**config.mk**
```make
export PLATFORM = sky130hd
export DESIGN_NAME = length_prefixed_record_splitter_flat
export DESIGN_NICKNAME = d
export VERILOG_FILES = /design/src/rtl/lprs_pkg.sv /design/src/rtl/lprs_in_if.sv /design/src/rtl/lprs_out_if.sv /design/src/rtl/lprs_front.sv /design/src/rtl/lprs_cmd_fifo.sv /design/src/rtl/lprs_back.sv /design/src/rtl/length_prefixed_record_splitter.sv /design/src/flat_wrapper.sv
export SDC_FILE = /design/constraint.sdc
export NUM_CORES = 1
export LEC_CHECK = 0
export BUFFER_PORTS_ARGS = -buffer_cell sky130_fd_sc_hd__buf_2
export CAP_MARGIN = 30
export CORE_MARGIN = 4
export CORE_UTILIZATION = 40
export DETAILED_ROUTE_END_ITERATION = 8
export PLACE_DENSITY = 0.53
export SYNTH_ARGS = -nofsm -noshare
export SYNTH_HDL_FRONTEND = slang
export SYNTH_SLANG_ARGS = --single-unit
```
**constraint.sdc**
```tcl
create_clock -name clk -period 8.7 [get_ports clk]
set_input_delay 1.74 -clock clk [delete_from_list [all_inputs] [get_ports clk]]
set_output_delay 1.74 -clock clk [all_outputs]
set_load 0.05 [all_outputs]
```
**src/rtl/lprs_pkg.sv**
```systemverilog
// Package for the length-prefixed record splitter.
// Holds shared constants, codes and the command and queue status types.
// No dependencies.
package lprs_pkg;

	localparam int HEADER_BYTES = 4;
	localparam int QUEUE_DEPTH  = 4;
	localparam int QPTR_W       = $clog2(QUEUE_DEPTH);
	localparam int QCNT_W       = $clog2(QUEUE_DEPTH + 1);
	localparam int PADDR_W      = 3;

	localparam logic [15:0] MAX_RECORD_RESET = 16'hFFFF;

	typedef enum logic [1:0] {
		ST_DATA      = 2'd0,
		ST_CLEAN     = 2'd1,
		ST_INVALID   = 2'd2,
		ST_TOO_LARGE = 2'd3
	} status_t;

	typedef enum logic [1:0] {
		PH_HEADER = 2'd0,
		PH_BODY   = 2'd1,
		PH_DROP   = 2'd2
	} phase_t;

	typedef enum logic [1:0] {
		CMD_HEADER = 2'd0,
		CMD_BYTE   = 2'd1,
		CMD_STATUS = 2'd2
	} cmd_kind_t;

	typedef enum logic {
		REG_MAX_RECORD = 1'b0
	} reg_index_t;

	typedef struct packed {
		cmd_kind_t   kind;
		logic [31:0] word;
		logic        rec_last;
		logic        tail_en;
		status_t     tail_status;
	} cmd_t;

	typedef struct packed {
		logic full;
		logic empty;
	} queue_stat_t;

endpackage

```
**src/rtl/lprs_in_if.sv**
```systemverilog
// Input channel of the record splitter: one payload byte per transfer.
// Depends on nothing.
interface lprs_in_if;
	logic        valid;
	logic        ready;
	logic [7:0]  byte_value;
	logic [15:0] payload_bytes;
	logic        payload_last;

	modport source (output valid, output byte_value, output payload_bytes,
		output payload_last, input ready);
	modport sink (input valid, input byte_value, input payload_bytes,
		input payload_last, output ready);
endinterface

```
**src/rtl/lprs_out_if.sv**
```systemverilog
// Output channel of the record splitter: one record byte or status per transfer.
// Depends on nothing.
interface lprs_out_if;
	logic       valid;
	logic       ready;
	logic [7:0] out_byte;
	logic       record_first;
	logic       record_last;
	logic       run_last;
	logic [1:0] status;

	modport source (output valid, output out_byte, output record_first,
		output record_last, output run_last, output status, input ready);
	modport sink (input valid, input out_byte, input record_first,
		input record_last, input run_last, input status, output ready);
endinterface

```
**src/rtl/lprs_front.sv**
```systemverilog
// Front end: tracks payload and record position, checks headers, issues commands.
// Depends on lprs_pkg and lprs_in_if.
module lprs_front (
	input  logic                 clk,
	input  logic                 arst_n,
	lprs_in_if.sink              item,
	input  logic [15:0]          max_record_bytes,
	input  lprs_pkg::queue_stat_t qstat,
	output logic                 push,
	output lprs_pkg::cmd_t       cmd
);

	lprs_pkg::phase_t phase_q, phase_d;
	logic [15:0] off_q, off_d;
	logic [23:0] hstore_q, hstore_d;
	logic [1:0]  hcount_q, hcount_d;
	logic [15:0] brem_q, brem_d;

	logic        acc;
	logic        end_w;
	logic [16:0] off_inc;
	logic [16:0] eff;
	logic [15:0] start;
	logic [31:0] len32;
	logic        c_short;
	logic        c_len_bad;
	logic        c_big;
	logic        done;

	assign item.ready = !qstat.full;
	assign acc        = item.valid && item.ready;

	assign off_inc = {1'b0, off_q} + 17'd1;
	assign end_w   = item.payload_last || (off_inc >= {1'b0, item.payload_bytes});
	assign eff     = item.payload_last ? off_inc : {1'b0, item.payload_bytes};
	assign start   = off_q - {14'd0, hcount_q};
	assign len32   = {item.byte_value, hstore_q};
	assign c_short = ({2'b00, start} + 18'(lprs_pkg::HEADER_BYTES)) >= {1'b0, eff};
	assign c_len_bad = (len32 == 32'd0) || (len32[31:16] != 16'd0) ||
		(({2'b00, start} + 18'(lprs_pkg::HEADER_BYTES) + {2'b00, len32[15:0]})
			> {1'b0, eff});
	assign c_big = ({1'b0, len32[15:0]} + 17'(lprs_pkg::HEADER_BYTES))
		> {1'b0, max_record_bytes};
	assign done  = brem_q <= 16'd1;

	always_ff @(posedge clk or negedge arst_n) begin
		if (!arst_n) begin
			phase_q  <= lprs_pkg::PH_HEADER;
			off_q    <= '0;
			hstore_q <= '0;
			hcount_q <= '0;
			brem_q   <= '0;
		end else if (acc) begin
			phase_q  <= phase_d;
			off_q    <= off_d;
			hstore_q <= hstore_d;
			hcount_q <= hcount_d;
			brem_q   <= brem_d;
		end
	end

	always_comb begin
		phase_d         = phase_q;
		hstore_d        = hstore_q;
		hcount_d        = hcount_q;
		brem_d          = brem_q;
		off_d           = off_inc[15:0];
		push            = 1'b0;
		cmd.kind        = lprs_pkg::CMD_STATUS;
		cmd.word        = {24'd0, item.byte_value};
		cmd.rec_last    = 1'b0;
		cmd.tail_en     = 1'b0;
		cmd.tail_status = lprs_pkg::ST_INVALID;
		unique case (phase_q)
			lprs_pkg::PH_HEADER: begin
				if (c_short) begin
					push     = acc;
					phase_d  = lprs_pkg::PH_DROP;
					hstore_d = '0;
					hcount_d = '0;
				end else if (hcount_q != 2'd3) begin
					hstore_d = hstore_q | (24'(item.byte_value) << {hcount_q, 3'b000});
					hcount_d = hcount_q + 2'd1;
				end else begin
					push     = acc;
					hstore_d = '0;
					hcount_d = '0;
					if (c_len_bad) begin
						phase_d = lprs_pkg::PH_DROP;
					end else if (c_big) begin
						phase_d         = lprs_pkg::PH_DROP;
						cmd.tail_status = lprs_pkg::ST_TOO_LARGE;
					end else begin
						cmd.kind = lprs_pkg::CMD_HEADER;
						cmd.word = len32;
						brem_d   = len32[15:0];
						phase_d  = lprs_pkg::PH_BODY;
					end
				end
			end
			lprs_pkg::PH_BODY: begin
				push         = acc;
				cmd.kind     = lprs_pkg::CMD_BYTE;
				cmd.rec_last = done;
				cmd.tail_en  = end_w;
				brem_d       = done ? 16'd0 : brem_q - 16'd1;
				if (done) begin
					phase_d         = lprs_pkg::PH_HEADER;
					cmd.tail_status = lprs_pkg::ST_CLEAN;
				end
			end
			default: begin
			end
		endcase
		if (end_w) begin
			phase_d  = lprs_pkg::PH_HEADER;
			off_d    = '0;
			hstore_d = '0;
			hcount_d = '0;
			brem_d   = '0;
		end
	end

endmodule

```
**src/rtl/lprs_cmd_fifo.sv**
```systemverilog
// Command queue between front and back end, flip-flop storage.
// Depends on lprs_pkg.
module lprs_cmd_fifo (
	input  logic                  clk,
	input  logic                  arst_n,
	input  logic                  push,
	input  lprs_pkg::cmd_t        push_cmd,
	input  logic                  pop,
	output lprs_pkg::cmd_t        head,
	output lprs_pkg::queue_stat_t qstat
);

	lprs_pkg::cmd_t mem_q [lprs_pkg::QUEUE_DEPTH];
	logic [lprs_pkg::QPTR_W-1:0] wptr_q;
	logic [lprs_pkg::QPTR_W-1:0] rptr_q;
	logic [lprs_pkg::QCNT_W-1:0] count_q;

	logic do_push;
	logic do_pop;

	assign qstat.full  = count_q == lprs_pkg::QCNT_W'(lprs_pkg::QUEUE_DEPTH);
	assign qstat.empty = count_q == '0;
	assign do_push     = push && !qstat.full;
	assign do_pop      = pop && !qstat.empty;
	assign head        = mem_q[rptr_q];

	always_ff @(posedge clk) begin
		if (do_push) begin
			mem_q[wptr_q] <= push_cmd;
		end
	end

	always_ff @(posedge clk or negedge arst_n) begin
		if (!arst_n) begin
			wptr_q  <= '0;
			rptr_q  <= '0;
			count_q <= '0;
		end else begin
			if (do_push) begin
				wptr_q <= wptr_q + 1'b1;
			end
			if (do_pop) begin
				rptr_q <= rptr_q + 1'b1;
			end
			if (do_push && !do_pop) begin
				count_q <= count_q + 1'b1;
			end else if (do_pop && !do_push) begin
				count_q <= count_q - 1'b1;
			end
		end
	end

endmodule

```
**src/rtl/lprs_back.sv**
```systemverilog
// Back end: expands queued commands into result transfers behind an output register.
// Depends on lprs_pkg and lprs_out_if.
module lprs_back (
	input  logic                  clk,
	input  logic                  arst_n,
	input  lprs_pkg::cmd_t        head,
	input  lprs_pkg::queue_stat_t qstat,
	output logic                  pop,
	lprs_out_if.source            result
);

	logic [1:0] step_q;
	logic       ov_q;
	logic [7:0] byte_q;
	logic       first_q;
	logic       last_q;
	logic       run_q;
	lprs_pkg::status_t status_q;

	logic       issue;
	logic       last_step;
	logic [7:0] r_byte;
	logic       r_first;
	logic       r_last;
	logic       r_run;
	lprs_pkg::status_t r_status;

	assign issue = !qstat.empty && (!ov_q || result.ready);
	assign pop   = issue && last_step;

	always_comb begin
		last_step = 1'b1;
		r_byte    = 8'd0;
		r_first   = 1'b0;
		r_last    = 1'b0;
		r_run     = 1'b1;
		r_status  = head.tail_status;
		unique case (head.kind)
			lprs_pkg::CMD_HEADER: begin
				last_step = step_q == 2'd3;
				r_run     = last_step;
				r_first   = step_q == 2'd0;
				r_status  = lprs_pkg::ST_DATA;
				unique case (step_q)
					2'd0: r_byte = head.word[7:0];
					2'd1: r_byte = head.word[15:8];
					2'd2: r_byte = head.word[23:16];
					2'd3: r_byte = head.word[31:24];
				endcase
			end
			lprs_pkg::CMD_BYTE: begin
				if (step_q == 2'd0) begin
					last_step = !head.tail_en;
					r_run     = !head.tail_en;
					r_byte    = head.word[7:0];
					r_last    = head.rec_last;
					r_status  = lprs_pkg::ST_DATA;
				end
			end
			default: begin
			end
		endcase
	end

	always_ff @(posedge clk or negedge arst_n) begin
		if (!arst_n) begin
			step_q <= '0;
			ov_q   <= 1'b0;
		end else begin
			if (issue) begin
				step_q <= last_step ? 2'd0 : step_q + 2'd1;
				ov_q   <= 1'b1;
			end else if (result.ready) begin
				ov_q <= 1'b0;
			end
		end
	end

	always_ff @(posedge clk) begin
		if (issue) begin
			byte_q   <= r_byte;
			first_q  <= r_first;
			last_q   <= r_last;
			run_q    <= r_run;
			status_q <= r_status;
		end
	end

	assign result.valid        = ov_q;
	assign result.out_byte     = byte_q;
	assign result.record_first = first_q;
	assign result.record_last  = last_q;
	assign result.run_last     = run_q;
	assign result.status       = status_q;

endmodule

```
**src/rtl/length_prefixed_record_splitter.sv**
```systemverilog
// Top level of the length-prefixed record splitter: register port, front, queue, back.
// Depends on lprs_pkg, lprs_in_if, lprs_out_if, lprs_front, lprs_cmd_fifo, lprs_back.
//
//  channel   direction  per transfer
//  item      in         byte_value, payload_bytes, payload_last
//  result    out        out_byte, record_first, record_last, run_last, status
//  apb       in/out     max_record_bytes at byte address 0
//
// One input byte per cycle unless the four-entry command queue, which absorbs bursts, is
// full; body bytes pass through it to the output register, and a header's last
// byte gives four header results. The back end issues one result per cycle unless the
// queue is empty or the output stalls. Asynchronous active-low reset; max_record_bytes
// resets to 65535. item.ready drops only while the command queue is full.
module length_prefixed_record_splitter (
	input  logic                         clk,
	input  logic                         arst_n,
	lprs_in_if.sink                      item,
	lprs_out_if.source                   result,
	input  logic                         psel,
	input  logic                         penable,
	input  logic                         pwrite,
	input  logic [lprs_pkg::PADDR_W-1:0] paddr,
	input  logic [31:0]                  pwdata,
	output logic [31:0]                  prdata,
	output logic                         pready
);

	logic [15:0] max_q;
	logic        cfg_wr;
	logic        push;
	logic        pop;
	lprs_pkg::cmd_t        cmd;
	lprs_pkg::cmd_t        head;
	lprs_pkg::queue_stat_t qstat;

	assign pready = 1'b1;
	assign cfg_wr = psel && penable && pwrite && pready &&
		(paddr[2] == lprs_pkg::REG_MAX_RECORD);
	assign prdata = (paddr[2] == lprs_pkg::REG_MAX_RECORD) ? {16'd0, max_q} : 32'd0;

	always_ff @(posedge clk or negedge arst_n) begin
		if (!arst_n) begin
			max_q <= lprs_pkg::MAX_RECORD_RESET;
		end else if (cfg_wr) begin
			max_q <= pwdata[15:0];
		end
	end

	lprs_front u_front (
		.clk              (clk),
		.arst_n           (arst_n),
		.item             (item),
		.max_record_bytes (max_q),
		.qstat            (qstat),
		.push             (push),
		.cmd              (cmd)
	);

	lprs_cmd_fifo u_fifo (
		.clk      (clk),
		.arst_n   (arst_n),
		.push     (push),
		.push_cmd (cmd),
		.pop      (pop),
		.head     (head),
		.qstat    (qstat)
	);

	lprs_back u_back (
		.clk    (clk),
		.arst_n (arst_n),
		.head   (head),
		.qstat  (qstat),
		.pop    (pop),
		.result (result)
	);

	a_status_clean: assert property (@(posedge clk) disable iff (!arst_n)
		result.valid && (result.status != lprs_pkg::ST_DATA) |->
		(result.out_byte == 8'd0) && !result.record_first && !result.record_last &&
		result.run_last)
		else $error("status result carries data flags");

	a_first_not_run_end: assert property (@(posedge clk) disable iff (!arst_n)
		result.valid && result.record_first |->
		(result.status == lprs_pkg::ST_DATA) && !result.run_last && !result.record_last)
		else $error("record start ends its run");

	a_last_is_data: assert property (@(posedge clk) disable iff (!arst_n)
		result.valid && result.record_last |-> (result.status == lprs_pkg::ST_DATA))
		else $error("record end on status result");

	a_cfg_write: assert property (@(posedge clk) disable iff (!arst_n)
		cfg_wr |=> (max_q == $past(pwdata[15:0])))
		else $error("register write lost");

endmodule

```
**src/flat_wrapper.sv**
```systemverilog
// flat-port wrapper written by rule: the top's interface ports become plain ports
module length_prefixed_record_splitter_flat 
  (clk, arst_n, psel, penable, pwrite, paddr, pwdata, prdata, pready, item_valid, item_byte_value, item_payload_bytes, item_payload_last, item_ready, result_valid, result_out_byte, result_record_first, result_record_last, result_run_last, result_status, result_ready);
  lprs_in_if item_i ();
  lprs_out_if result_i ();
  input  logic clk;
  input  logic arst_n;
  input  logic psel;
  input  logic penable;
  input  logic pwrite;
  input  logic [lprs_pkg::PADDR_W-1:0] paddr;
  input  logic [31:0] pwdata;
  output logic [31:0] prdata;
  output logic pready;
  input wire logic [$bits(item_i.valid)-1:0] item_valid;
  input wire logic [$bits(item_i.byte_value)-1:0] item_byte_value;
  input wire logic [$bits(item_i.payload_bytes)-1:0] item_payload_bytes;
  input wire logic [$bits(item_i.payload_last)-1:0] item_payload_last;
  output wire logic [$bits(item_i.ready)-1:0] item_ready;
  output wire logic [$bits(result_i.valid)-1:0] result_valid;
  output wire logic [$bits(result_i.out_byte)-1:0] result_out_byte;
  output wire logic [$bits(result_i.record_first)-1:0] result_record_first;
  output wire logic [$bits(result_i.record_last)-1:0] result_record_last;
  output wire logic [$bits(result_i.run_last)-1:0] result_run_last;
  output wire logic [$bits(result_i.status)-1:0] result_status;
  input wire logic [$bits(result_i.ready)-1:0] result_ready;
  assign item_i.valid = item_valid;
  assign item_i.byte_value = item_byte_value;
  assign item_i.payload_bytes = item_payload_bytes;
  assign item_i.payload_last = item_payload_last;
  assign item_ready = item_i.ready;
  assign result_valid = result_i.valid;
  assign result_out_byte = result_i.out_byte;
  assign result_record_first = result_i.record_first;
  assign result_record_last = result_i.record_last;
  assign result_run_last = result_i.run_last;
  assign result_status = result_i.status;
  assign result_i.ready = result_ready;
  length_prefixed_record_splitter u_core (.clk(clk), .arst_n(arst_n), .item(item_i), .result(result_i), .psel(psel), .penable(penable), .pwrite(pwrite), .paddr(paddr), .pwdata(pwdata), .prdata(prdata), .pready(pready));
endmodule
```
# Yosys cells after proc, flatten, opt, wreduce, memory -nomap -nowiden

Memories as Yosys holds them, arrays and structs flattened.
Index checks and enable logic that the tools add are counted.

Reductions and logical operators: 34
Eq/ne operators: 13
Add/subtract/negate cells: 12
Bitwise logic cells: 2
Mux-type cells: 55
Magnitude comparators: 5
Shift-type cells: 1

Operators with widths:

| cell                                                                              | number |
|---|---|
| 34-bit 2-to-1 mux                                                                 | 4 |
| 16-bit 2-to-1 mux                                                                 | 8 |
| 24-bit 2-to-1 mux                                                                 | 4 |
| 16-bit by 3-bit adder with 17-bit output, second input constant                   | 2 |
| 32-bit logical NOT                                                                | 1 |
| 32-bit 2-to-1 mux                                                                 | 1 |
| 16-bit case mux with 2 select lines                                               | 1 |
| 8-bit case mux with 4 select lines                                                | 1 |
| 2-bit 2-to-1 mux                                                                  | 14 |
| 24-bit OR                                                                         | 1 |
| 8-bit by 5-bit << shifter with 24-bit output                                      | 1 |
| 17-bit by 16-bit adder with 18-bit output                                         | 1 |
| 18-bit by 17-bit greater-or-equal comparator with 1-bit output                    | 1 |
| 18-bit by 17-bit > comparator with 1-bit output                                   | 1 |
| 16-bit by 1-bit adder with 17-bit output, second input constant                   | 1 |
| 17-bit by 16-bit greater-or-equal comparator with 1-bit output                    | 1 |
| 17-bit by 16-bit > comparator with 1-bit output                                   | 1 |
| 17-bit 2-to-1 mux                                                                 | 1 |
| 16-bit by 1-bit less-or-equal comparator with 1-bit output, second input constant | 1 |
| 2-bit case mux with 2 select lines                                                | 4 |
| 8-bit case mux with 2 select lines                                                | 1 |
| 16-bit nonzero test                                                               | 1 |
| 16-bit by 1-bit subtractor with 16-bit output, second input constant              | 1 |
| 16-bit by 2-bit subtractor with 16-bit output                                     | 1 |
| other kinds (24)                                                                  | 68 |

Memories kept: 1
Memory bits (writable): 152
Register bits: 99

Memories:

| memory              | words | width | rd ports | clocked after memory_dff | wr ports | line                | source |
|---|---|---|---|---|---|---|---|
| u_core.u_fifo.mem_q | 4     | 38    | 1        | 0                        | 1        | lprs_cmd_fifo.sv:13 | `lprs_pkg::cmd_t mem_q [lprs_pkg::QUEUE_DEPTH];` |

# Depth between registers and ports, before layout

Gate-level depths: netlist (run 1).

Depth in word-level cells: 11
Depth in mapped cells: 31
Gate-level depth less buffers: 30

# Hierarchy

Synthesis (run 1) repeated with hierarchy kept, for this count alone.

Cells, all modules: 1,274
Area total of the unflattened synthesis: 14,838.0 sq um

Modules (own cells, without submodules):

| module                          | area each (sq um) | sequential area each (sq um) | cells each | instances |
|---|---|---|---|---|
| lprs_front                      | 7,135.6           | 1,501.4                      | 897        | 1 |
| lprs_cmd_fifo                   | 5,954.5           | 4,739.5                      | 235        | 1 |
| length_prefixed_record_splitter | 919.6             | 420.4                        | 70         | 1 |
| lprs_back                       | 828.3             | 465.4                        | 72         | 1 |

# Least setup slack after synthesis (run 1)

Ideal clock, no wire load.

Path kind: register to register
Start: reg u_core.u_front.off_q[0]
End: reg u_core.u_front.brem_q[13]
Path slack: 2,670 ps
Library setup time: 133 ps
Stages on the path, launching flop included: 29
Arrival time: 5,898 ps
Path through: dfrtp_1 inv_1 ha_1 inv_1 fa_1 or4_4 nor4_4 and3_1 nor3b_1 or3b_1 buf_2 nor2_1 o22ai_1 nand2_1 xnor2_1 ha_1 or4_1 a21oi_1 nor2_1 xor2_1 ha_1 a21oi_1 and3_1 o211ai_1 or4_1 o21a_1 buf_2 o31ai_1 o21ai_0

Cells in the longest elaborated chain, start to end: 7
Elaborated cells on any way between the ends: 17
Those cells by class: add/sub (4); order compare (3); eq/ne (4); mux (2); reduce/logical (4)

Ends and longest elaborated chain:

| what                                            | line                               | source |
|---|---|---|
| start, declared                                 | lprs_front.sv:14                   | `logic [15:0] off_q, off_d;` |
| start signal, assigned                          | lprs_front.sv:49                   | `off_q <= '0;` |
| start signal, assigned                          | lprs_front.sv:55                   | `off_q <= off_d;` |
| 16-bit by 2-bit subtractor with 16-bit output   | lprs_front.sv:36                   | `assign start = off_q - {14'd0, hcount_q};` |
| 16-bit by 3-bit adder with 17-bit output        | lprs_front.sv:38, lprs_front.sv:40 |  |
| 17-bit by 16-bit adder with 18-bit output       | lprs_front.sv:40                   | `(({2'b00, start} + 18'(lprs_pkg::HEADER_BYTES) + {2'b00, len32[15:0]})` |
| 18-bit by 17-bit > comparator with 1-bit output | lprs_front.sv:41                   | `> {1'b0, eff});` |
| 1-bit logical OR                                | lprs_front.sv:39                   | `assign c_len_bad = (len32 == 32'd0) \|\| (len32[31:16] != 16'd0) \|\|` |
| 3-bit inequality test (no line)                 | n/a                                |  |
| 6-bit AND reduction (no line)                   | n/a                                |  |
| end signal, assigned                            | lprs_front.sv:58                   | `brem_q <= brem_d;` |
| end, declared                                   | lprs_front.sv:17                   | `logic [15:0] brem_q, brem_d;` |

Several ways; a longest one is shown, not always the timed one.
A chain may end at the register's enable or synchronous reset.

# Worst setup path after layout (run 1)

Start: reg u_core.u_front.hcount_q[0]
End: reg u_core.u_front.brem_q[1]

Cells in the longest elaborated chain, start to end: 7
Elaborated cells on any way between the ends: 11
Those cells by class: add/sub (3); order compare (2); eq/ne (4); reduce/logical (2)

Ends and longest elaborated chain:

| what                                            | line                               | source |
|---|---|---|
| start, declared                                 | lprs_front.sv:16                   | `logic [1:0] hcount_q, hcount_d;` |
| start signal, assigned                          | lprs_front.sv:57                   | `hcount_q <= hcount_d;` |
| 16-bit by 2-bit subtractor with 16-bit output   | lprs_front.sv:36                   |  |
| 16-bit by 3-bit adder with 17-bit output        | lprs_front.sv:38, lprs_front.sv:40 |  |
| 17-bit by 16-bit adder with 18-bit output       | lprs_front.sv:40                   |  |
| 18-bit by 17-bit > comparator with 1-bit output | lprs_front.sv:41                   |  |
| 1-bit logical OR                                | lprs_front.sv:39                   |  |
| 3-bit inequality test (no line)                 | n/a                                |  |
| 6-bit AND reduction (no line) *                 | n/a                                |  |

Mark *: on every way between the ends. The rest lies on a longest branch, timed or not.

==> results of run 1 <==
-- metrics by stage --
stage | util (%) | cells | power (uW) | worst slack [ns]
finish | 46.1 | 1891 | 5480 | 1.56
global route | 46.1 | 1891 | 5930 | 0.901
CTS | 46.1 | 1890 | 5560 | 1.59
detailed placement | 43.5 | 1839 | 4380 | 1.60
global placement | 43.2 | 1833 | 4310 | 1.71
floorplan | - | 1365 | 3690 | 2.67
-- worst register-to-register path, cell delays in order, from the launching register on --
cell,delay [ns]
dfrtp_1,0.54
ha_1,0.23
inv_1,0.05
fa_1,0.46
nor3_1,0.60
nand3_1,0.23
o31ai_1,0.44
o21ai_1,0.15
a31oi_1,0.42
nor3_1,0.13
xnor2_1,0.18
ha_1,0.23
or4_1,0.56
a21oi_1,0.15
nor2_1,0.07
xor2_1,0.14
ha_1,0.33
a21oi_1,0.17
and3_1,0.19
o211ai_1,0.12
or4_1,0.49
o21a_1,0.38
nand2b_2,0.43
a221oi_1,0.34
-- routing by layer --
| layer | up-vias | routed length, um | part of all wire (%) |
|---|---|---|---|
| met5 | - | 0 | 0 |
| met4 | 0 | 848 | 2.4 |
| met3 | 61 | 1470 | 4.2 |
| met2 | 197 | 17200 | 49 |
| met1 | 4741 | 15500 | 44 |
| li1 | 4909 | - | - |
-- cells in the mapped netlist (all sizes together), types with 7 or more instances --
master and n:
xor2 21, nor2b 8, a32oi 7, a22o 10
nand4 13, o31ai 14, o21ai 75, a21o 15
and2 15, dfstp 16, a21oi 83, nor2 98
nor3 28, and3 17, nand2b 15, or4 7
buf 40, ha 101, xnor2 46, edfxtp 165
mux4 38, dfrtp 70, mux2i 10, clkbuf 43
nand3 39, nor4 23, mux2 19, inv 82
o22ai 13, nand2 77
-- area by class of cell --
type,count,area (um2)
fillers,3366,19200
flip-flops and latches,251,7130
multi-input cells,949,6880
clock buffers,38,773
repair buffers,97,608
well taps,461,577
inverters,82,308
clock inverters,13,124
-- report_power, final --
group	switching, uW	leakage [uW]	total (uW)	internal [uW]
Combinational	1510	0.00380	2560	1050
Clock	485	0.000434	1140	656
Sequential	234	0.00259	1780	1550
Total	2230	0.00682	5480	3250
-- state kept, by name, indices dropped and copies added, names as in the netlist, 3 cells and up --
signal and cells:
u_core.u_fifo.mem_q 152, u_core.u_front.hstore_q 24, u_core.max_q 16, u_core.u_front.brem_q 16
u_core.u_front.off_q 16, u_core.u_back.result.out_byte 8, u_core.u_fifo.count_q 3
-- cells by family after synthesis --
group           synth area share, %
simple gates                   12.9
compound gates                 11.3
flops                          49.5
buf+inv                        4.88
fa+ha+maj                      9.19
xor+xnor                       4.07
mux                            8.12
other cells                  0.0521
-- how the worst max path moves through the flow --
stage                                      endpoint  cells past startpoint
after global placement     u_core.u_front.brem_q[1]                     28
final                      u_core.u_front.brem_q[1]                     23
after global routing       u_core.u_front.brem_q[1]                     24
after CTS                  u_core.u_front.brem_q[1]                     26
after detailed placement   u_core.u_front.brem_q[1]                     26
after floorplan           u_core.u_front.brem_q[13]                     28
-- cells in the final DEF, fill, tap and decap left out, types with 27 or more instances in the layout --
master,count
o21ai_0,73
conb_1,81
nand3_1,39
a21oi_1,83
xnor2_1,46
ha_1,101
nor2_1,98
nor3_1,27
clkbuf_16,29
edfxtp_1,165
mux4_2,38
buf_2,79
nand2_1,77
dfrtp_1,69
inv_1,82
==> reports/metrics.yaml, run 1 <==
clock_tree:
  htreeDepth: 1
  cts_tree: "built"
  ctsResizeCount: 0
  cts_buffer_depth: 3
  clk_latency_ns: 0.56
  hold_buffers: 0
  clk_pin_slew_ns: 0.06
  cts_setup_buffers: 0
  cts_buffers: 28
  clockRootBuffer: "clkbuf_16"
  cts.sinks: 251
critical_path:
  cp_common_cell: "ha_1"
  cp_top_family: "simple AND/OR/NAND/NOR gates"
  crit_arrival_ns: 7.60
  crit_fanout: 16
  r2r_cells: 23
  critical_path.max_stage_delay_ns: 0.60
  crit_type: "reg2reg"
  startpoint_type: "flip-flop"
  crit_chain: "ha_1, inv_1, fa_1, nor3_1, nand3_1, o31ai_1, o21ai_1, a31oi_1, nor3_1, xnor2_1, ha_1, or4_1, a21oi_1, nor2_1, xor2_1, ha_1, a21oi_1, and3_1, o211ai_1, or4_1, o21a_1, nand2b_2, a221oi_1"
  slowest_stage: "nor3_1"
  reg2reg_from: "u_core.u_front.hcount_q[0]"
  worstSetupEndpointType: "flip-flop"
  rrSetupSlack_ns: 1.56
  worstPathRequired_ns: 9.16
  crit_buf_inv: 1
  critical_path.startpoint: "u_core.u_front.hcount_q[0]"
  crit-reg2reg-capture: "u_core.u_front.brem_q[1]"
die:
  core-area_um2: 35600
  num_rows: 69
  dieWidth_um: 198
  dieArea_um2: 39100
  pin_count: 115
  start_util_pct: 40.5
  die_h_um: 198
place:
  port_buffers: 79
  gp_congestion: 0.841
  dp_hpwl_mm: 25.1
  placed_area_um2: 15500
power_and_ir_drop:
  power.leakage_uw: 0.00682
  ir_worst_vdd_mv: 0.253
  p_per_area_nw_per_um2: 334
timing:
  fin_tns_setup_ns: 0
  tightest_slew_ns: 0.873
  report.final.slew_viol_count: 0
  final-setup-viol-count: 0
  fin_skew_ns: 0.0116
  slew_headroom_pct: 41.5
  fmax_mhz: 140
  period_minus_slack_ns: 7.14
  fin_crit_sh_pct: 82.1
  hold_ws_ns: 0.493
  rsz0062_at_grt: "no"
  hold_viol: 0
hold_path:
  hold_end: "u_core.u_front.hstore_q[22]"
  hold_path_class: "reg2reg"
  worstHoldStart: "u_core.u_front.hstore_q[22]"
  hold_depth: 2
global_routing:
  antenna_found_initial: 0
  grtUsageMet3_pct: 2.47
  use_met2_pct: 30.9
  grtUsageMet1_pct: 23.7
  grt_max_degree: 62
  grt_pass1_wl_mm: 55.7
  grt-busiest-layer: "met2"
  grt_pass1_vias: 10005
  grt_use_total_pct: 17.8
  grt-ovfl-total: 0
outcome:
  status: "finished clean"
layout:
  diodes: 0
  nets: 1580
  drive_above_1_share_pct: 15.9
  final_cell_area_um2: 16400
  area.growth.synth_to_final_pct: 13.8
synth:
  syn_area_um2: 14400
  synth_edf_count: 165
  synth.avg_cell_area_um2: 11.2
  synthDistinctLibCells: 70
  synth_top_area_share_pct: 34.4
  ys_async_sr_fraction_pct: 34.3
  yosysWarningCount: 0
  ys.flop_type: "edfxtp_1"
  netlist.top_cell.by_area: "edfxtp_1"
  ys_seq_elements: 251
  syn_inst: 1286
  synth_area_leaders: "edfxtp_1 (34%), dfrtp_1 (12%), ha_1 (8.8%)"
  synth_seq_area_share_pct: 49.5
routing:
  first_pass_iters: 5
  drt_iter0_drc: 583
  vias: 9908
  vias_per_cell: 5.24
  drc: 0
  wl_per_cell_um: 18.5
  ant_nets: 0
  finalWirelength_mm: 35.0
flow_run:
  drv_cap: 0
No activity file was read; power rests on OpenSTA's default activity.
==> inputs of run 2 (changes only) <==
==> constraint.sdc (replaced) <==
create_clock -name clk -period 6.92 [get_ports clk]
set_input_delay 1.384 -clock clk [delete_from_list [all_inputs] [get_ports clk]]
set_output_delay 1.384 -clock clk [all_outputs]
set_load 0.05 [all_outputs]
==> reports/metrics.yaml, run 2 (synthesis gave the netlist of run 1 again) <==
critical_path:
  crit_fanout: 15  # was 16
  worstPathRequired_ns: 7.36  # was 9.16 ns
  startpoint_type: "flip-flop"  # unchanged
  slowest_stage: "or4_1"  # was nor3_1
  reg2reg_from: "u_core.u_front.hcount_q[0]"  # unchanged
  crit_type: "reg2reg"  # unchanged
  worstSetupEndpointType: "flip-flop"  # unchanged
  critical_path.max_stage_delay_ns: 0.55  # was 0.60 ns
  r2r_cells: 28  # was 23
  crit_arrival_ns: 6.95  # was 7.60 ns
  crit-reg2reg-capture: "u_core.u_front.brem_q[13]"  # was u_core.u_front.brem_q[1]
  rrSetupSlack_ns: 0.42  # was 1.56 ns
global_routing:
  grt-ovfl-total: 0  # unchanged
  grt_max_degree: 62  # unchanged
  grt_pass1_wl_mm: 56.9  # was 55.7 mm
  antenna_found_initial: 0  # unchanged
  grt_use_total_pct: 18.2  # was 17.8%
  grt_pass1_vias: 10231  # was 10,005
clock_tree:
  htreeDepth: 1  # unchanged
  cts_buffers: 30  # was 28
  clk_pin_slew_ns: 0.06  # about the same
  cts.sinks: 251  # unchanged
  clk_latency_ns: 0.57  # was 0.56 ns
  cts_tree: "built"  # unchanged
  clockRootBuffer: "clkbuf_16"  # unchanged
  hold_buffers: 0  # unchanged
  cts_buffer_depth: 3  # unchanged
place:
  place_inst: 1854  # was 1,839
  dp_hpwl_mm: 25.5  # was 25.1 mm
  port_buffers: 79  # unchanged
  dp_slack_ns: 0.196  # was 1.60 ns
  placed_area_um2: 15600  # was 15,500 um2
  gp_congestion: 0.850  # was 0.841
die:
  start_util_pct: 40.5  # unchanged
  dieArea_um2: 39100  # unchanged
  dieWidth_um: 198  # unchanged
  die_h_um: 198  # unchanged
  num_rows: 69  # unchanged
  core-area_um2: 35600  # unchanged
  pin_count: 115  # unchanged
layout:
  final_cell_mix: "edfxtp_1 (165), ha_1 (101), nor2_1 (96)"  # was edfxtp_1 (165), ha_1 (101), nor2_1 (98)
  area.growth.synth_to_final_pct: 16.0  # was 13.8%
  largest_register_ffs: 152  # unchanged
  nets: 1599  # was 1,580
  top_register: "u_core.u_fifo.mem_q"  # unchanged
  final_cells: 1913  # was 1,891
  drive_above_1_share_pct: 18.3  # was 15.9%
  final_common_cell: "edfxtp_1"  # unchanged
  largestRegisters: "u_core.u_fifo.mem_q x152, u_core.u_front.hstore_q x24"  # unchanged
  diodes: 0  # unchanged
  final_cell_area_um2: 16700  # was 16,400 um2
timing:
  final-setup-viol-count: 0  # unchanged
  fin_skew_ns: 0.0153  # was 0.0116 ns
  fin_ws_ns: 0.416  # was 1.56 ns
  tightest_slew_ns: 0.943  # was 0.873 ns
  fmax_mhz: 154  # was 140 MHz
  period_minus_slack_ns: 6.50  # was 7.14 ns
  slew_headroom_pct: 36.6  # was 41.5%
  fin_crit_sh_pct: 94.0  # was 82.1%
  rsz0062_at_grt: "no"  # unchanged
  hold_ws_ns: 0.498  # was 0.493 ns
  hold_viol: 0  # unchanged
  fin_tns_setup_ns: 0  # unchanged
  report.final.slew_viol_count: 0  # unchanged
hold_path:
  worstHoldStart: "u_core.u_front.hstore_q[16]"  # was u_core.u_front.hstore_q[22]
  hold_path_class: "reg2reg"  # unchanged
  hold_depth: 2  # unchanged
  hold_end: "u_core.u_front.hstore_q[16]"  # was u_core.u_front.hstore_q[22]
routing:
  wl_per_cell_um: 18.4  # was 18.5 um
  vias_per_cell: 5.20  # was 5.24
  ant_nets: 0  # unchanged
  vias: 9952  # was 9,908
  first_pass_iters: 5  # unchanged
  drt_iter0_drc: 532  # was 583
  drc: 0  # unchanged
  finalWirelength_mm: 35.2  # was 35.0 mm
flow_run:
  drv_cap: 0  # unchanged
power_and_ir_drop:
  power.leakage_uw: 0.00697  # was 0.00682 uW
  ir_worst_vdd_mv: 0.292  # was 0.253 mV
  switchingPower_uw: 2850  # was 2230 uW
  p_per_area_nw_per_um2: 425  # was 334 nW/um2
  p_int_uw: 4250  # was 3250 uW
  clkPwrFrac_pct: 22.3  # was 20.8%
  p_seq_share_pct: 32.3  # was 32.5%
  switching_share_pct: 40.2  # was 40.7%
  p_comb_share_pct: 45.4  # was 46.6%
outcome:
  status: "finished clean"  # unchanged
## run 2: cell count changes in the layout (fill, tap and decap cells not counted), sizes merged
cell and delta:
buf +18, bufinv +1, clkbuf +3, clkinv -3, inv +3
## run 2: worst max path at each step
stage	from	end	cells past startpoint
2_1_floorplan	u_core.u_front.off_q[0]	u_core.u_front.brem_q[13]	28
3_3_place_gp	u_core.u_front.hcount_q[0]	u_core.u_fifo.mem_q[0][10]	26
3_5_place_dp	u_core.u_front.off_q[0]	u_core.u_fifo.mem_q[1][10]	27
4_1_cts	u_core.u_front.off_q[0]	u_core.u_fifo.mem_q[1][10]	27
5_1_grt	u_core.u_front.hcount_q[1]	u_core.u_front.brem_q[5]	28
6_report	u_core.u_front.hcount_q[0]	u_core.u_front.brem_q[13]	28
## run 2: what timing repair did
item	CTS	global route
hold endpoints to repair	0	0
gates resized for setup	0	16
setup endpoints to repair	0	71
setup buffers	0	3
## run 2: power groups by stage
stage / combinational, uW / clock (uW) / sequential (uW)
floorplan: 2390 / 0 / 2240
global placement: 3130 / 0 / 2320
detailed placement: 3210 / 0 / 2320
CTS: 3230 / 1640 / 2290
global route: 3650 / 1710 / 2340
finish: 3220 / 1580 / 2290
## run 2: cell type report
cell class	instances	area (um2)
Fill cell	3300	18900
Clock inverter	14	174
Clock buffer	42	846
Timing Repair Buffer	114	718
Tap cell	461	577
Multi-Input combinational cell	949	6950
Sequential cell	251	7130
Inverter	82	308
## run 2: per-layer routing
metal  wire length [um]  vias up  global-route usage (%)
met5                  0        -                       0
met1              15500     4769                    24.5
met2              17400      175                    31.2
li1                   -     4952                       -
met4                997        0                    4.85
met3               1370       56                    2.52
## run 2: per-stage QoR
step	utilization (%)	total power, uW
finish	47.0	7100
global route	47.0	7690
CTS	46.7	7160
detailed placement	43.8	5530
global placement	43.5	5450
floorplan	-	4640
## run 2: critical path, delay by kind of cell (launching register included)
kind,cells,cell delay [ns]
AOI/OAI and AO/OA,7,1.08
xor gates and xnor gates,2,0.25
adders and majority gates,4,1.15
buffers and inverters,3,0.41
DFF,1,0.44
and+or+nand+nor,12,3.00
==> inputs of run 3 (changes only) <==
--- a/config.mk
+++ b/config.mk
@@ -5,6 +5,7 @@
 export SDC_FILE = /design/constraint.sdc
 export NUM_CORES = 1
 export LEC_CHECK = 0
+export ABC_AREA = 1
 export BUFFER_PORTS_ARGS = -buffer_cell sky130_fd_sc_hd__buf_2
 export CAP_MARGIN = 30
 export CORE_MARGIN = 4
==> reports/metrics.yaml, run 3 <==
critical_path:
  slowest_stage: "dfrtp_1"  # was or4_1
  critical_path.max_stage_delay_ns: 0.56  # was 0.55 ns
  startpoint_type: "flip-flop"  # unchanged
  crit_fanout: 16  # was 15
  r2r_cells: 28  # unchanged
  cp_common_cell: "nand2_1"
  worstPathRequired_ns: 7.21  # was 7.36 ns
  crit_type: "reg2reg"  # unchanged
  worstSetupEndpointType: "flip-flop"  # unchanged
  crit_arrival_ns: 6.55  # was 6.95 ns
synth:
  yosysWarningCount: 0  # unchanged
  synthDistinctLibCells: 52  # was 70
  synth_seq_area_share_pct: 46.5  # was 49.5%
  yosysMostFrequentCell: "nand2_1"  # was edfxtp_1
  syn_area_um2: 15300  # was 14,400 um2
  synth_area_leaders: "edfxtp_1 (32%), dfrtp_1 (11%), ha_1 (8.2%)"  # was edfxtp_1 (34%), dfrtp_1 (12%), ha_1 (8.8%)
  synth_top_area_share_pct: 32.3  # was 34.4%
  ys_seq_elements: 251  # unchanged
  ys.flop_type: "edfxtp_1"  # unchanged
  synth_edf_count: 165  # unchanged
  ys_async_sr_fraction_pct: 34.3  # unchanged
  syn_inst: 1783  # was 1,286
  synth_common_cells: "nand2_1 (304), nor2_1 (226), inv_1 (203)"  # was edfxtp_1 (165), ha_1 (101), nor2_1 (98)
  netlist.top_cell.by_area: "edfxtp_1"  # unchanged
  synth.avg_cell_area_um2: 8.59  # was 11.2 um2
layout:
  top_register: "u_core.u_fifo.mem_q"  # unchanged
  largest_register_ffs: 152  # unchanged
  nets: 2077  # was 1,599
  multi_input_area_um2: 7340  # was 6950 um2
  largestRegisters: "u_core.u_fifo.mem_q x152, u_core.u_front.hstore_q x24"  # unchanged
  nFillCells: 3709  # was 3,300
  final_cell_mix: "nand2_1 (304), nor2_1 (221), inv_1 (202)"  # was edfxtp_1 (165), ha_1 (101), nor2_1 (96)
  final_common_cell: "nand2_1"  # was edfxtp_1
  area.growth.synth_to_final_pct: 13.8  # was 16.0%
  seq_area_um2: 7130  # unchanged
  drive_above_1_share_pct: 10.9  # was 18.3%
hold_path:
  hold_depth: 2  # unchanged
  hold_path_class: "reg2reg"  # unchanged
power_and_ir_drop:
  total_power_uw: 7510  # was 7100 uW
  p_per_area_nw_per_um2: 431  # was 425 nW/um2
  p_seq_share_pct: 28.7  # was 32.3%
  ir_worst_vdd_mv: 0.198  # was 0.292 mV
  p_comb_share_pct: 51.7  # was 45.4%
  p_int_uw: 4050  # was 4250 uW
  power.leakage_uw: 0.00789  # was 0.00697 uW
  clkPwrFrac_pct: 19.6  # was 22.3%
  switchingPower_uw: 3460  # was 2850 uW
  switching_share_pct: 46.0  # was 40.2%
clock_tree:
  clk_pin_slew_ns: 0.06  # about the same
  htreeDepth: 1  # unchanged
  clk_latency_ns: 0.56  # was 0.57 ns
  clockRootBuffer: "clkbuf_16"  # unchanged
  cts_buffers: 29  # was 30
  ctsResizeCount: 0  # unchanged
  hold_buffers: 0  # unchanged
  cts_tree: "built"  # unchanged
  cts_setup_buffers: 0  # unchanged
  cts_buffer_depth: 3  # unchanged
  cts.sinks: 251  # unchanged
global_routing:
  antenna_found_initial: 4  # was 0
  grt_max_degree: 77  # was 62
  grt_pass1_vias: 11432  # was 10,231
  grt_use_total_pct: 19.1  # was 18.2%
  grt_pass1_wl_mm: 63.9  # was 56.9 mm
  grt-ovfl-total: 0  # unchanged
timing:
  fin_skew_ns: 0.0128  # was 0.0153 ns
  hold_viol: 0  # unchanged
  tightest_slew_ns: 0.961  # was 0.943 ns
  period_minus_slack_ns: 6.26  # was 6.50 ns
  fin_tns_setup_ns: 0  # unchanged
  final-setup-viol-count: 0  # unchanged
  report.final.slew_viol_count: 0  # unchanged
  rsz0062_at_grt: "no"  # unchanged
  fmax_mhz: 160  # was 154 MHz
  slew_headroom_pct: 35.8  # was 36.6%
  fin_crit_sh_pct: 90.5  # was 94.0%
routing:
  finalWirelength_mm: 40.0  # was 35.2 mm
  ant_nets: 0  # unchanged
  first_pass_iters: 5  # unchanged
  drt_iter0_drc: 740  # was 532
  vias_per_cell: 4.99  # was 5.20
  drc: 0  # unchanged
  vias: 12186  # was 9,952
  wl_per_cell_um: 16.4  # was 18.4 um
place:
  gp_congestion: 0.861  # was 0.850
  dp_hpwl_mm: 27.8  # was 25.5 mm
  port_buffers: 79  # unchanged
die:
  core-area_um2: 37800  # was 35,600 um2
  dieArea_um2: 41500  # was 39,100 um2
  die_h_um: 204  # was 198 um
  start_util_pct: 40.6  # was 40.5%
  pin_count: 115  # unchanged
  dieWidth_um: 204  # was 198 um
  num_rows: 71  # was 69
outcome:
  status: "finished clean"  # unchanged
flow_run:
  drv_cap: 0  # unchanged
[run 3: cell count changes after synthesis, sizes merged, moves of 19 or more]
cell,before,now
o21ai,75,207
inv,82,206
nand3,39,98
xnor2,46,13
xor2,21,49
a21oi,83,60
o22ai,13,33
mux2,19,0
nor2,98,248
mux4,38,0
nand2,77,315
[run 3: kinds of logic (layout without fill, tap and decap cells)]
group	after synthesis	after routing	synth area share [%]
AND/OR/NAND/NOR	723	723	20.7
AO/OA/AOI/OAI	350	350	12.8
buffers and inverters	291	358	7.75
flip-flops	251	251	46.5
adder cells (fa/ha/maj)	104	104	8.64
XOR/XNOR	62	62	3.59
other	2	84	0.0490
[run 3: metrics by stage]
stage | instances | area, um2 | worst slack [ns] | hold slack, ns | util [%]
after global routing | 2440 | 17400 | 0.131 | 0.526 | 46.2
after detailed placement | 2385 | 16500 | 0.768 | 0.492 | 43.6
after global placement | 2384 | 16500 | 0.683 | 0.491 | 43.6
after CTS | 2439 | 17400 | 0.716 | 0.504 | 46.1
after floorplan | 1862 | 15600 | 0.964 | 0.463 | -
final | 2443 | 17400 | 0.660 | 0.510 | 46.2
[run 3: worst paths after layout]
path	startpoint	to	slack, ns
worst max-delay path	u_core.u_front.hcount_q[1]	u_core.u_fifo.mem_q[0][10]	0.66
worst min-delay path	u_core.max_q[0]	u_core.max_q[0]	0.51
worst max register to register	u_core.u_front.hcount_q[1]	u_core.u_fifo.mem_q[0][10]	0.66
worst min register to register	u_core.max_q[0]	u_core.max_q[0]	0.51
max in group asynchronous	arst_n	u_core.max_q[5]	5.36
min in group asynchronous	arst_n	u_core.u_front.brem_q[10]	0.71
[run 3: per-layer routing]
| metal | wire length (um) | up-vias | track usage [%] |
|---|---|---|---|
| met5 | 34 | - | 0 |
| met4 | 660 | 8 | 3.37 |
| met3 | 1990 | 49 | 2.75 |
| met2 | 18300 | 250 | 30.9 |
| met1 | 19100 | 5704 | 27.8 |
| li1 | - | 6175 | - |
[run 3: power groups by stage]
stage | sequential [uW] | clock [uW] | combinational, uW
floorplan | 2210 | 0 | 2800
global placement | 2180 | 0 | 3830
detailed placement | 2190 | 0 | 3880
CTS | 2160 | 1520 | 3900
global route | 2180 | 1590 | 4440
finish | 2160 | 1470 | 3880
[run 3: critical path, delay by kind of cell (launching register included)]
kind,cells,cell delay (ns)
AND/OR/NAND/NOR,13,2.03
flip-flops,1,0.56
adder cells (fa/ha/maj),4,1.28
AO/OA/AOI/OAI,4,0.89
buffers and inverters,4,0.49
XOR/XNOR,3,0.72
[run 3: area by class of cell]
| cell class | instances | area share [%] |
|---|---|---|
| Multi-Input combinational cell | 1320 | 42.1 |
| Sequential cell | 251 | 40.9 |
| Clock buffer | 39 | 4.55 |
| Inverter | 207 | 4.46 |
| Tap cell | 511 | 3.67 |
| Timing Repair Buffer | 97 | 3.50 |
| Clock inverter | 15 | 0.754 |
| Antenna cell | 3 | 0.0431 |
